**src/design/cft_pkg.sv**
```systemverilog
// Package for the CSV field tokenizer: character codes, event kinds and the
// result entry type. No dependencies.
package cft_pkg;

  // Character width of the text stream
  localparam int unsigned CHAR_W = 8;

  // Characters with fixed meaning
  localparam logic [CHAR_W-1:0] QUOTE_CH = 8'h22;
  localparam logic [CHAR_W-1:0] LF_CH    = 8'h0A;
  localparam logic [CHAR_W-1:0] CR_CH    = 8'h0D;

  // Separator after reset: comma
  localparam logic [CHAR_W-1:0] SEP_RESET = 8'h2C;

  // Event kinds
  localparam logic [1:0] EV_CHAR      = 2'd0;
  localparam logic [1:0] EV_FIELD_END = 2'd1;
  localparam logic [1:0] EV_ROW_END   = 2'd2;

  // Result queue depth (holds two results of one item plus slack)
  localparam int unsigned QDEPTH = 4;
  localparam int unsigned QPTR_W = $clog2(QDEPTH);
  localparam int unsigned QCNT_W = $clog2(QDEPTH + 1);

  // One result entry
  typedef struct packed {
    logic [1:0]        kind;
    logic [CHAR_W-1:0] ch;
    logic              last;
  } result_t;

endpackage

```
**src/design/csv_field_tokenizer.sv**
```systemverilog
// Streaming CSV/TSV tokenizer top level: input register, classification
// and state update logic, and a small result queue. Depends on cft_pkg.
//
// Timing: an accepted character waits in the input register until the result queue has
// room for two results; its results are then written into the queue and offered from it.
// Throughput: one character per cycle while each character yields at most one
// result and out_stall is low; a character that ends a text with a pending row can
// yield two results, which the result queue drains at one per cycle while out_stall is low.
// Reset (rst_n, synchronous): tokenizer flags cleared, separator set to comma,
// input register and result queue emptied.
module csv_field_tokenizer (
  input  logic                      clk,
  input  logic                      rst_n,
  // input channel
  input  logic                      in_valid,
  output logic                      in_stall,
  input  logic [cft_pkg::CHAR_W-1:0] in_char_code,
  input  logic                      in_text_end,
  // result channel
  output logic                      out_valid,
  input  logic                      out_stall,
  output logic [1:0]                out_event_kind,
  output logic [cft_pkg::CHAR_W-1:0] out_field_char,
  output logic                      out_run_last,
  // configuration channel
  input  logic                      cfg_valid,
  output logic                      cfg_ready,
  input  logic [cft_pkg::CHAR_W-1:0] cfg_separator
);
  import cft_pkg::*;

  // Configuration register
  logic [CHAR_W-1:0] sep_r;

  // Input register
  logic              s1_vld_r, s1_vld_nxt;
  logic [CHAR_W-1:0] s1_ch_r;
  logic              s1_end_r;

  // Tokenizer flags
  logic in_quotes_r, in_quotes_nxt;
  logic pend_r, pend_nxt;
  logic saw_any_r, saw_any_nxt;
  logic field_ne_r, field_ne_nxt;
  logic row_ne_r, row_ne_nxt;

  // Result queue
  result_t           q_mem_r [QDEPTH];
  logic [QPTR_W-1:0] q_wp_r, q_wp_nxt;
  logic [QPTR_W-1:0] q_rp_r, q_rp_nxt;
  logic [QCNT_W-1:0] q_cnt_r, q_cnt_nxt;

  logic in_acc, s1_go, room, pop;
  logic do_outside;
  logic r0_vld, row_close;
  logic [CHAR_W-1:0] r0_ch;
  logic [1:0]        r0_kind;
  result_t           ent_a, ent_b;
  logic [1:0]        push_n;
  logic [QPTR_W-1:0] wp_plus1;

  // Handshakes
  assign cfg_ready = 1'b1;
  assign room      = (q_cnt_r <= QCNT_W'(QDEPTH - 2));
  assign s1_go     = s1_vld_r && room;
  assign in_stall  = s1_vld_r && !room;
  assign in_acc    = in_valid && !in_stall;
  assign out_valid = (q_cnt_r != '0);
  assign pop       = out_valid && !out_stall;

  always_comb begin
    s1_vld_nxt = s1_vld_r;
    if (in_acc) begin
      s1_vld_nxt = 1'b1;
    end else if (s1_go) begin
      s1_vld_nxt = 1'b0;
    end
  end

  // Classification and flag update for the character in the input register
  always_comb begin
    in_quotes_nxt = in_quotes_r;
    pend_nxt      = pend_r;
    saw_any_nxt   = saw_any_r;
    field_ne_nxt  = field_ne_r;
    row_ne_nxt    = row_ne_r;
    r0_vld        = 1'b0;
    r0_kind       = EV_CHAR;
    r0_ch         = '0;
    do_outside    = 1'b0;
    row_close     = 1'b0;

    if (pend_r) begin
      pend_nxt = 1'b0;
      if (s1_ch_r == QUOTE_CH) begin
        // doubled quote: one literal quote
        r0_vld       = 1'b1;
        r0_ch        = QUOTE_CH;
        field_ne_nxt = 1'b1;
      end else begin
        in_quotes_nxt = 1'b0;
        do_outside    = 1'b1;
      end
    end else if (in_quotes_r) begin
      if (s1_ch_r == QUOTE_CH) begin
        if (s1_end_r) begin
          in_quotes_nxt = 1'b0;
        end else begin
          pend_nxt = 1'b1;
        end
      end else begin
        r0_vld       = 1'b1;
        r0_ch        = s1_ch_r;
        field_ne_nxt = 1'b1;
      end
    end else begin
      do_outside = 1'b1;
    end

    // Outside quotes: quote, separator, LF, CR, plain character in that order
    if (do_outside) begin
      if (s1_ch_r == QUOTE_CH) begin
        in_quotes_nxt = 1'b1;
        saw_any_nxt   = 1'b1;
      end else if (s1_ch_r == sep_r) begin
        r0_vld       = 1'b1;
        r0_kind      = EV_FIELD_END;
        field_ne_nxt = 1'b0;
        row_ne_nxt   = 1'b1;
        saw_any_nxt  = 1'b1;
      end else if (s1_ch_r == LF_CH) begin
        r0_vld       = 1'b1;
        r0_kind      = EV_ROW_END;
        field_ne_nxt = 1'b0;
        row_ne_nxt   = 1'b0;
        saw_any_nxt  = 1'b0;
      end else if (s1_ch_r == CR_CH) begin
        r0_vld = 1'b0;
      end else begin
        r0_vld       = 1'b1;
        r0_ch        = s1_ch_r;
        field_ne_nxt = 1'b1;
        saw_any_nxt  = 1'b1;
      end
    end

    // End of text: close a pending row, then clear everything
    if (s1_end_r) begin
      row_close     = saw_any_nxt || field_ne_nxt || row_ne_nxt;
      in_quotes_nxt = 1'b0;
      pend_nxt      = 1'b0;
      saw_any_nxt   = 1'b0;
      field_ne_nxt  = 1'b0;
      row_ne_nxt    = 1'b0;
    end
  end

  // Pack the results of this character into up to two queue entries
  always_comb begin
    ent_b.kind = EV_ROW_END;
    ent_b.ch   = '0;
    ent_b.last = 1'b1;
    if (r0_vld) begin
      ent_a.kind = r0_kind;
      ent_a.ch   = r0_ch;
      ent_a.last = !row_close;
    end else begin
      ent_a = ent_b;
    end
    push_n = s1_go ? (2'({1'b0, r0_vld}) + 2'({1'b0, row_close})) : 2'd0;
  end

  assign wp_plus1 = q_wp_r + QPTR_W'(1);

  always_comb begin
    q_wp_nxt  = q_wp_r + QPTR_W'(push_n);
    q_rp_nxt  = pop ? (q_rp_r + QPTR_W'(1)) : q_rp_r;
    q_cnt_nxt = q_cnt_r + QCNT_W'(push_n) - QCNT_W'(pop);
  end

  // Control registers
  always_ff @(posedge clk) begin
    if (!rst_n) begin
      sep_r       <= SEP_RESET;
      s1_vld_r    <= 1'b0;
      in_quotes_r <= 1'b0;
      pend_r      <= 1'b0;
      saw_any_r   <= 1'b0;
      field_ne_r  <= 1'b0;
      row_ne_r    <= 1'b0;
      q_wp_r      <= '0;
      q_rp_r      <= '0;
      q_cnt_r     <= '0;
    end else begin
      if (cfg_valid && cfg_ready) begin
        sep_r <= cfg_separator;
      end
      s1_vld_r <= s1_vld_nxt;
      if (s1_go) begin
        in_quotes_r <= in_quotes_nxt;
        pend_r      <= pend_nxt;
        saw_any_r   <= saw_any_nxt;
        field_ne_r  <= field_ne_nxt;
        row_ne_r    <= row_ne_nxt;
      end
      q_wp_r  <= q_wp_nxt;
      q_rp_r  <= q_rp_nxt;
      q_cnt_r <= q_cnt_nxt;
    end
  end

  // Payload registers: input stage and queue entries
  always_ff @(posedge clk) begin
    if (in_acc) begin
      s1_ch_r  <= in_char_code;
      s1_end_r <= in_text_end;
    end
    if (push_n != 2'd0) begin
      q_mem_r[q_wp_r] <= ent_a;
    end
    if (push_n == 2'd2) begin
      q_mem_r[wp_plus1] <= ent_b;
    end
  end

  // Result port
  assign out_event_kind = q_mem_r[q_rp_r].kind;
  assign out_field_char = q_mem_r[q_rp_r].ch;
  assign out_run_last   = q_mem_r[q_rp_r].last;

`ifndef SYNTHESIS
  // Queue never overfills
  a_q_bound: assert property (@(posedge clk) disable iff (!rst_n)
    q_cnt_r <= QCNT_W'(QDEPTH))
    else $error("result queue count out of range");

  // A character only advances when the queue has room for two results
  a_room: assert property (@(posedge clk) disable iff (!rst_n)
    s1_go |-> (q_cnt_r <= QCNT_W'(QDEPTH - 2)))
    else $error("character advanced without queue room");

  // A pending quote only exists inside quotes
  a_pend: assert property (@(posedge clk) disable iff (!rst_n)
    pend_r |-> in_quotes_r)
    else $error("pending quote outside quotes");

  // End of text leaves all flags cleared
  a_text_end: assert property (@(posedge clk) disable iff (!rst_n)
    (s1_go && s1_end_r) |=>
      !(in_quotes_r || pend_r || saw_any_r || field_ne_r || row_ne_r))
    else $error("flags not cleared after end of text");

  // Each character pushes at most two results, and pushes nothing when idle
  a_push: assert property (@(posedge clk) disable iff (!rst_n)
    !s1_go |=> (q_cnt_r <= $past(q_cnt_r)))
    else $error("result pushed without a character");
`endif

endmodule

```
**config.mk**
```make
export PLATFORM = sky130hd
export DESIGN_NAME = csv_field_tokenizer
export DESIGN_NICKNAME = d
export VERILOG_FILES = /design/src/design/cft_pkg.sv /design/src/design/csv_field_tokenizer.sv
export SDC_FILE = /design/constraint.sdc
export NUM_CORES = 1
export LEC_CHECK = 0
export BUFFER_PORTS_ARGS = -buffer_cell sky130_fd_sc_hd__buf_2
export CAP_MARGIN = 40
export CORE_ASPECT_RATIO = 1.25
export CORE_MARGIN = 2
export CORE_UTILIZATION = 45
export CTS_CLUSTER_SIZE = 20
export DETAILED_ROUTE_END_ITERATION = 6
export PLACE_DENSITY = 0.62
export SLEW_MARGIN = 40
export SYNTH_ARGS = -nofsm -noshare
export SYNTH_HDL_FRONTEND = slang
export SYNTH_SLANG_ARGS = --single-unit
export TNS_END_PERCENT = 10
```
**constraint.sdc**
```tcl
create_clock -name clk -period 3.7 [get_ports clk]
set_input_delay 0.74 -clock clk [delete_from_list [all_inputs] [get_ports clk]]
set_output_delay 0.74 -clock clk [all_outputs]
set_load 0.1 [all_outputs]
```
==> impl_metrics.py <==
metrics = {
    "floorplanning": {
        "die_height_um": 105,
        "initial_core_util_pct": 46.4,
        "die_w_um": 84.4,
        "rows": 36,
        "coreArea_mm2": 0.00784,
        "dieArea_mm2": 0.00882,
        "ios": 36,
    },
    "yosys": {
        "synth_compound_gate_area_share_pct": 18.9,
        "synth-seq-cells": 76,
        "avgSynthCellArea_um2": 11.0,
        "ys_seq_area_share_pct": 44.3,
        "synth-warning-count": 0,
        "synthDistinctLibCells": 57,
        "yosys.area.top_type": "dfxtp_1",
        "yosys.area_share.simple_pct": 16.5,
        "synth_area_mm2": 0.00364,
        "synthAdderAreaFrac_pct": 2.27,
        "synth_top_area_share_pct": 36.9,
        "synth_top_family_by_area": "compound AO/OA/AOI/OAI gates",
        "netlist_instances": 330,
        "ys_async_sr_fraction_pct": 0,
        "synthMuxAreaShare_pct": 9.84,
        "synth-edff-count": 9,
        "ys.flop_type": "dfxtp_1",
        "synth_xor_area_share_pct": 3.37,
        "syn_nets": 358,
        "synth_area_leaders": "dfxtp_1, a32o_1, edfxtp_1",
    },
    "worst_setup_path": {
        "critical_path_arrival_ps": 3900,
        "crit_path_frequent_cell": "ha_4",
        "worst-endpoint-required_ps": 3950,
        "end_kind": "flop",
        "slowest_stage": "edfxtp_1",
        "rr_worst_depth": 15,
        "cp_top_family": "simple AND/OR/NAND/NOR gates",
        "rrSetupSlack_ps": 40,
        "crit_cells": 15,
        "path_cells": "xor2_2 -> nor4_4 -> and4_4 -> nor2_1 -> o31a_1 -> ha_4 -> and3_4 -> inv_4 -> ha_4 -> inv_2 -> ha_4 -> fa_2 -> xnor2_2 -> xnor2_1 -> and2_1",
        "crit_buf_inv": 2,
        "critPathLaunchType": "flop",
        "path_class": "reg2reg",
        "crit_fanout": 5,
        "slowest_delay_ps": 550,
    },
    "timing": {
        "final_hold_viol_count": 0,
        "fin_crit_sh_pct": 98.9,
        "worst_pin_slew_ps": 708,
        "slew_viol_final": 0,
        "fmax_mhz": 273,
        "min_period_ps": 3660,
        "rsz0062_at_grt": "yes",
        "setup-violations-final": 0,
        "final.setup_skew_ps": 7.34,
        "layout_setup_ws_ps": 41.4,
        "slew_headroom_pct": 52.6,
    },
    "route": {
        "drc": 0,
        "viasPerCell": 5.81,
        "vias": 2807,
        "wl_per_cell_um": 16.8,
        "ant_nets": 0,
        "dr.pass1.iters": 4,
        "drt-total-wl_um": 8130,
        "drt_iter0_drc": 191,
    },
    "placement": {
        "dp_hpwl_um": 5670,
        "gp_congestion": 0.908,
        "dpl_worst_slack_ps": -6.02,
        "io_buffer_count": 34,
        "placed_area_mm2": 0.00396,
    },
    "cts": {
        "root_buffer": "clkbuf_8",
        "clk_pin_slew_ps": 80,
        "clock_latency_ps": 350,
        "ctsHtreeMaxLevel": 3,
        "cts_tree": "yes",
        "cts_sinks": 76,
        "clock_path_buffers": 2,
        "cts_buffers": 9,
    },
    "pwr": {
        "finalPower_w": 0.00323,
        "p_per_area_mw_per_mm2": 747,
        "max-vdd-ir-drop_uv": 821,
        "p_leak_nw": 1.68,
    },
    "global_route": {
        "antenna_found_initial": 0,
        "grt_max_degree": 25,
        "grtUsageTotal_pct": 18.5,
        "grt_pass1_wl_um": 13100,
        "grt_pass1_vias": 2671,
        "overflow": 0,
    },
    "finish": {
        "layout-drive-gt1-share_pct": 30.4,
        "nFillCells": 713,
        "final_common_cell": "dfxtp_1",
        "syn_to_final_growth_pct": 18.9,
        "fin_nets": 411,
        "fin_area_mm2": 0.00432,
        "diodes": 0,
        "mostFrequentLayoutCells": "dfxtp_1, buf_2, buf_4",
    },
    "hold_path": {
        "min_path_type": "reg2reg",
        "hold_depth": 1,
    },
    "outcome": {
        "outcome": "finished clean",
    },
    "flow_run": {
        "cap_violations": 0,
    },
}
stage by stage:
stage / utilization [%] / hold WS (ps) / cells / TNS [ps]
floorplan: - / 437 / 330 / 0
global placement: 50.4 / 444 / 458 / 0
detailed placement: 50.5 / 450 / 458 / -6.02
CTS: 53.5 / 469 / 476 / 0
global route: 55.2 / 480 / 483 / -85.0
finish: 55.2 / 465 / 483 / 0
final timing paths:
| path | start | to |
|---|---|---|
| worst max-delay path | s1_ch_r[4] | q_cnt_r[2] |
| worst min-delay path | q_mem_r[1][3] | q_mem_r[1][3] |
| worst max register to register | s1_ch_r[4] | q_cnt_r[2] |
| worst min register to register | q_mem_r[1][3] | q_mem_r[1][3] |
registers in the layout, indices dropped and copies added (netlist names), 2 cells and up, named ones only:
signal	count
q_mem_r	44
q_cnt_r	3
s1_ch_r	8
q_rp_r	2
sep_r	8
q_wp_r	2
metal layers:
metal / up-vias / wire (um) / GRT usage (%)
li1: 1359 / - / -
met1: 1366 / 3650 / 24.8
met2: 68 / 3970 / 29.8
met3: 14 / 337 / 2.86
met4: 0 / 170 / 8.05
met5: - / 0 / 0
report_power, final:
| group | total, W | switching, W | internal [W] | leakage (nW) |
|---|---|---|---|---|
| clock | 0.000697 | 0.000317 | 0.000380 | 0.107 |
| combinational | 0.00134 | 0.000906 | 0.000431 | 0.936 |
| sequential | 0.00120 | 0.000160 | 0.00104 | 0.639 |
| total | 0.00323 | 0.00138 | 0.00185 | 1.68 |
cell families after synthesis:
| logic type | Yosys count |
|---|---|
| xor+xnor | 14 |
| fa+ha+maj | 6 |
| compound gates | 91 |
| mux | 22 |
| other cells | 1 |
| flops | 76 |
| buf+inv | 31 |
| simple gates | 89 |
timing repair:
action | CTS | global route
pin swaps | 0 | 11
resized for setup | 0 | 15
setup buffers | 2 | 7
endpoints found under the setup margin | 1 | 8
hold buffers | 0 | 0
synth_stat cells (4+ instances only):
cell and instances:
mux2i_1 11, nor4b_2 4, nor2b_1 12, a32o_1 28
a21oi_1 15, dfxtp_1 67, edfxtp_1 9, and2_1 11
xnor2_1 4, inv_1 8, buf_6 5, ha_1 5
mux4_2 11, nand2b_1 4, buf_2 9, xor2_1 10
nor2_1 16, nand3_1 4, o21ai_0 14, o22ai_1 6
clkbuf_1 7, nand2_1 15
area by class of cell:
class / instances / area [um2] / share of cell area, %
Sequential cell: 76 / 1610 / 37.3
Multi-Input combinational cell: 223 / 1940 / 44.9
Clock inverter: 6 / 87.6 / 2.03
Inverter: 8 / 32.5 / 0.752
Timing Repair Buffer: 65 / 403 / 9.32
Clock buffer: 10 / 128 / 2.95
Tap cell: 95 / 119 / 2.75
No activity file was read; power rests on OpenSTA's default activity.
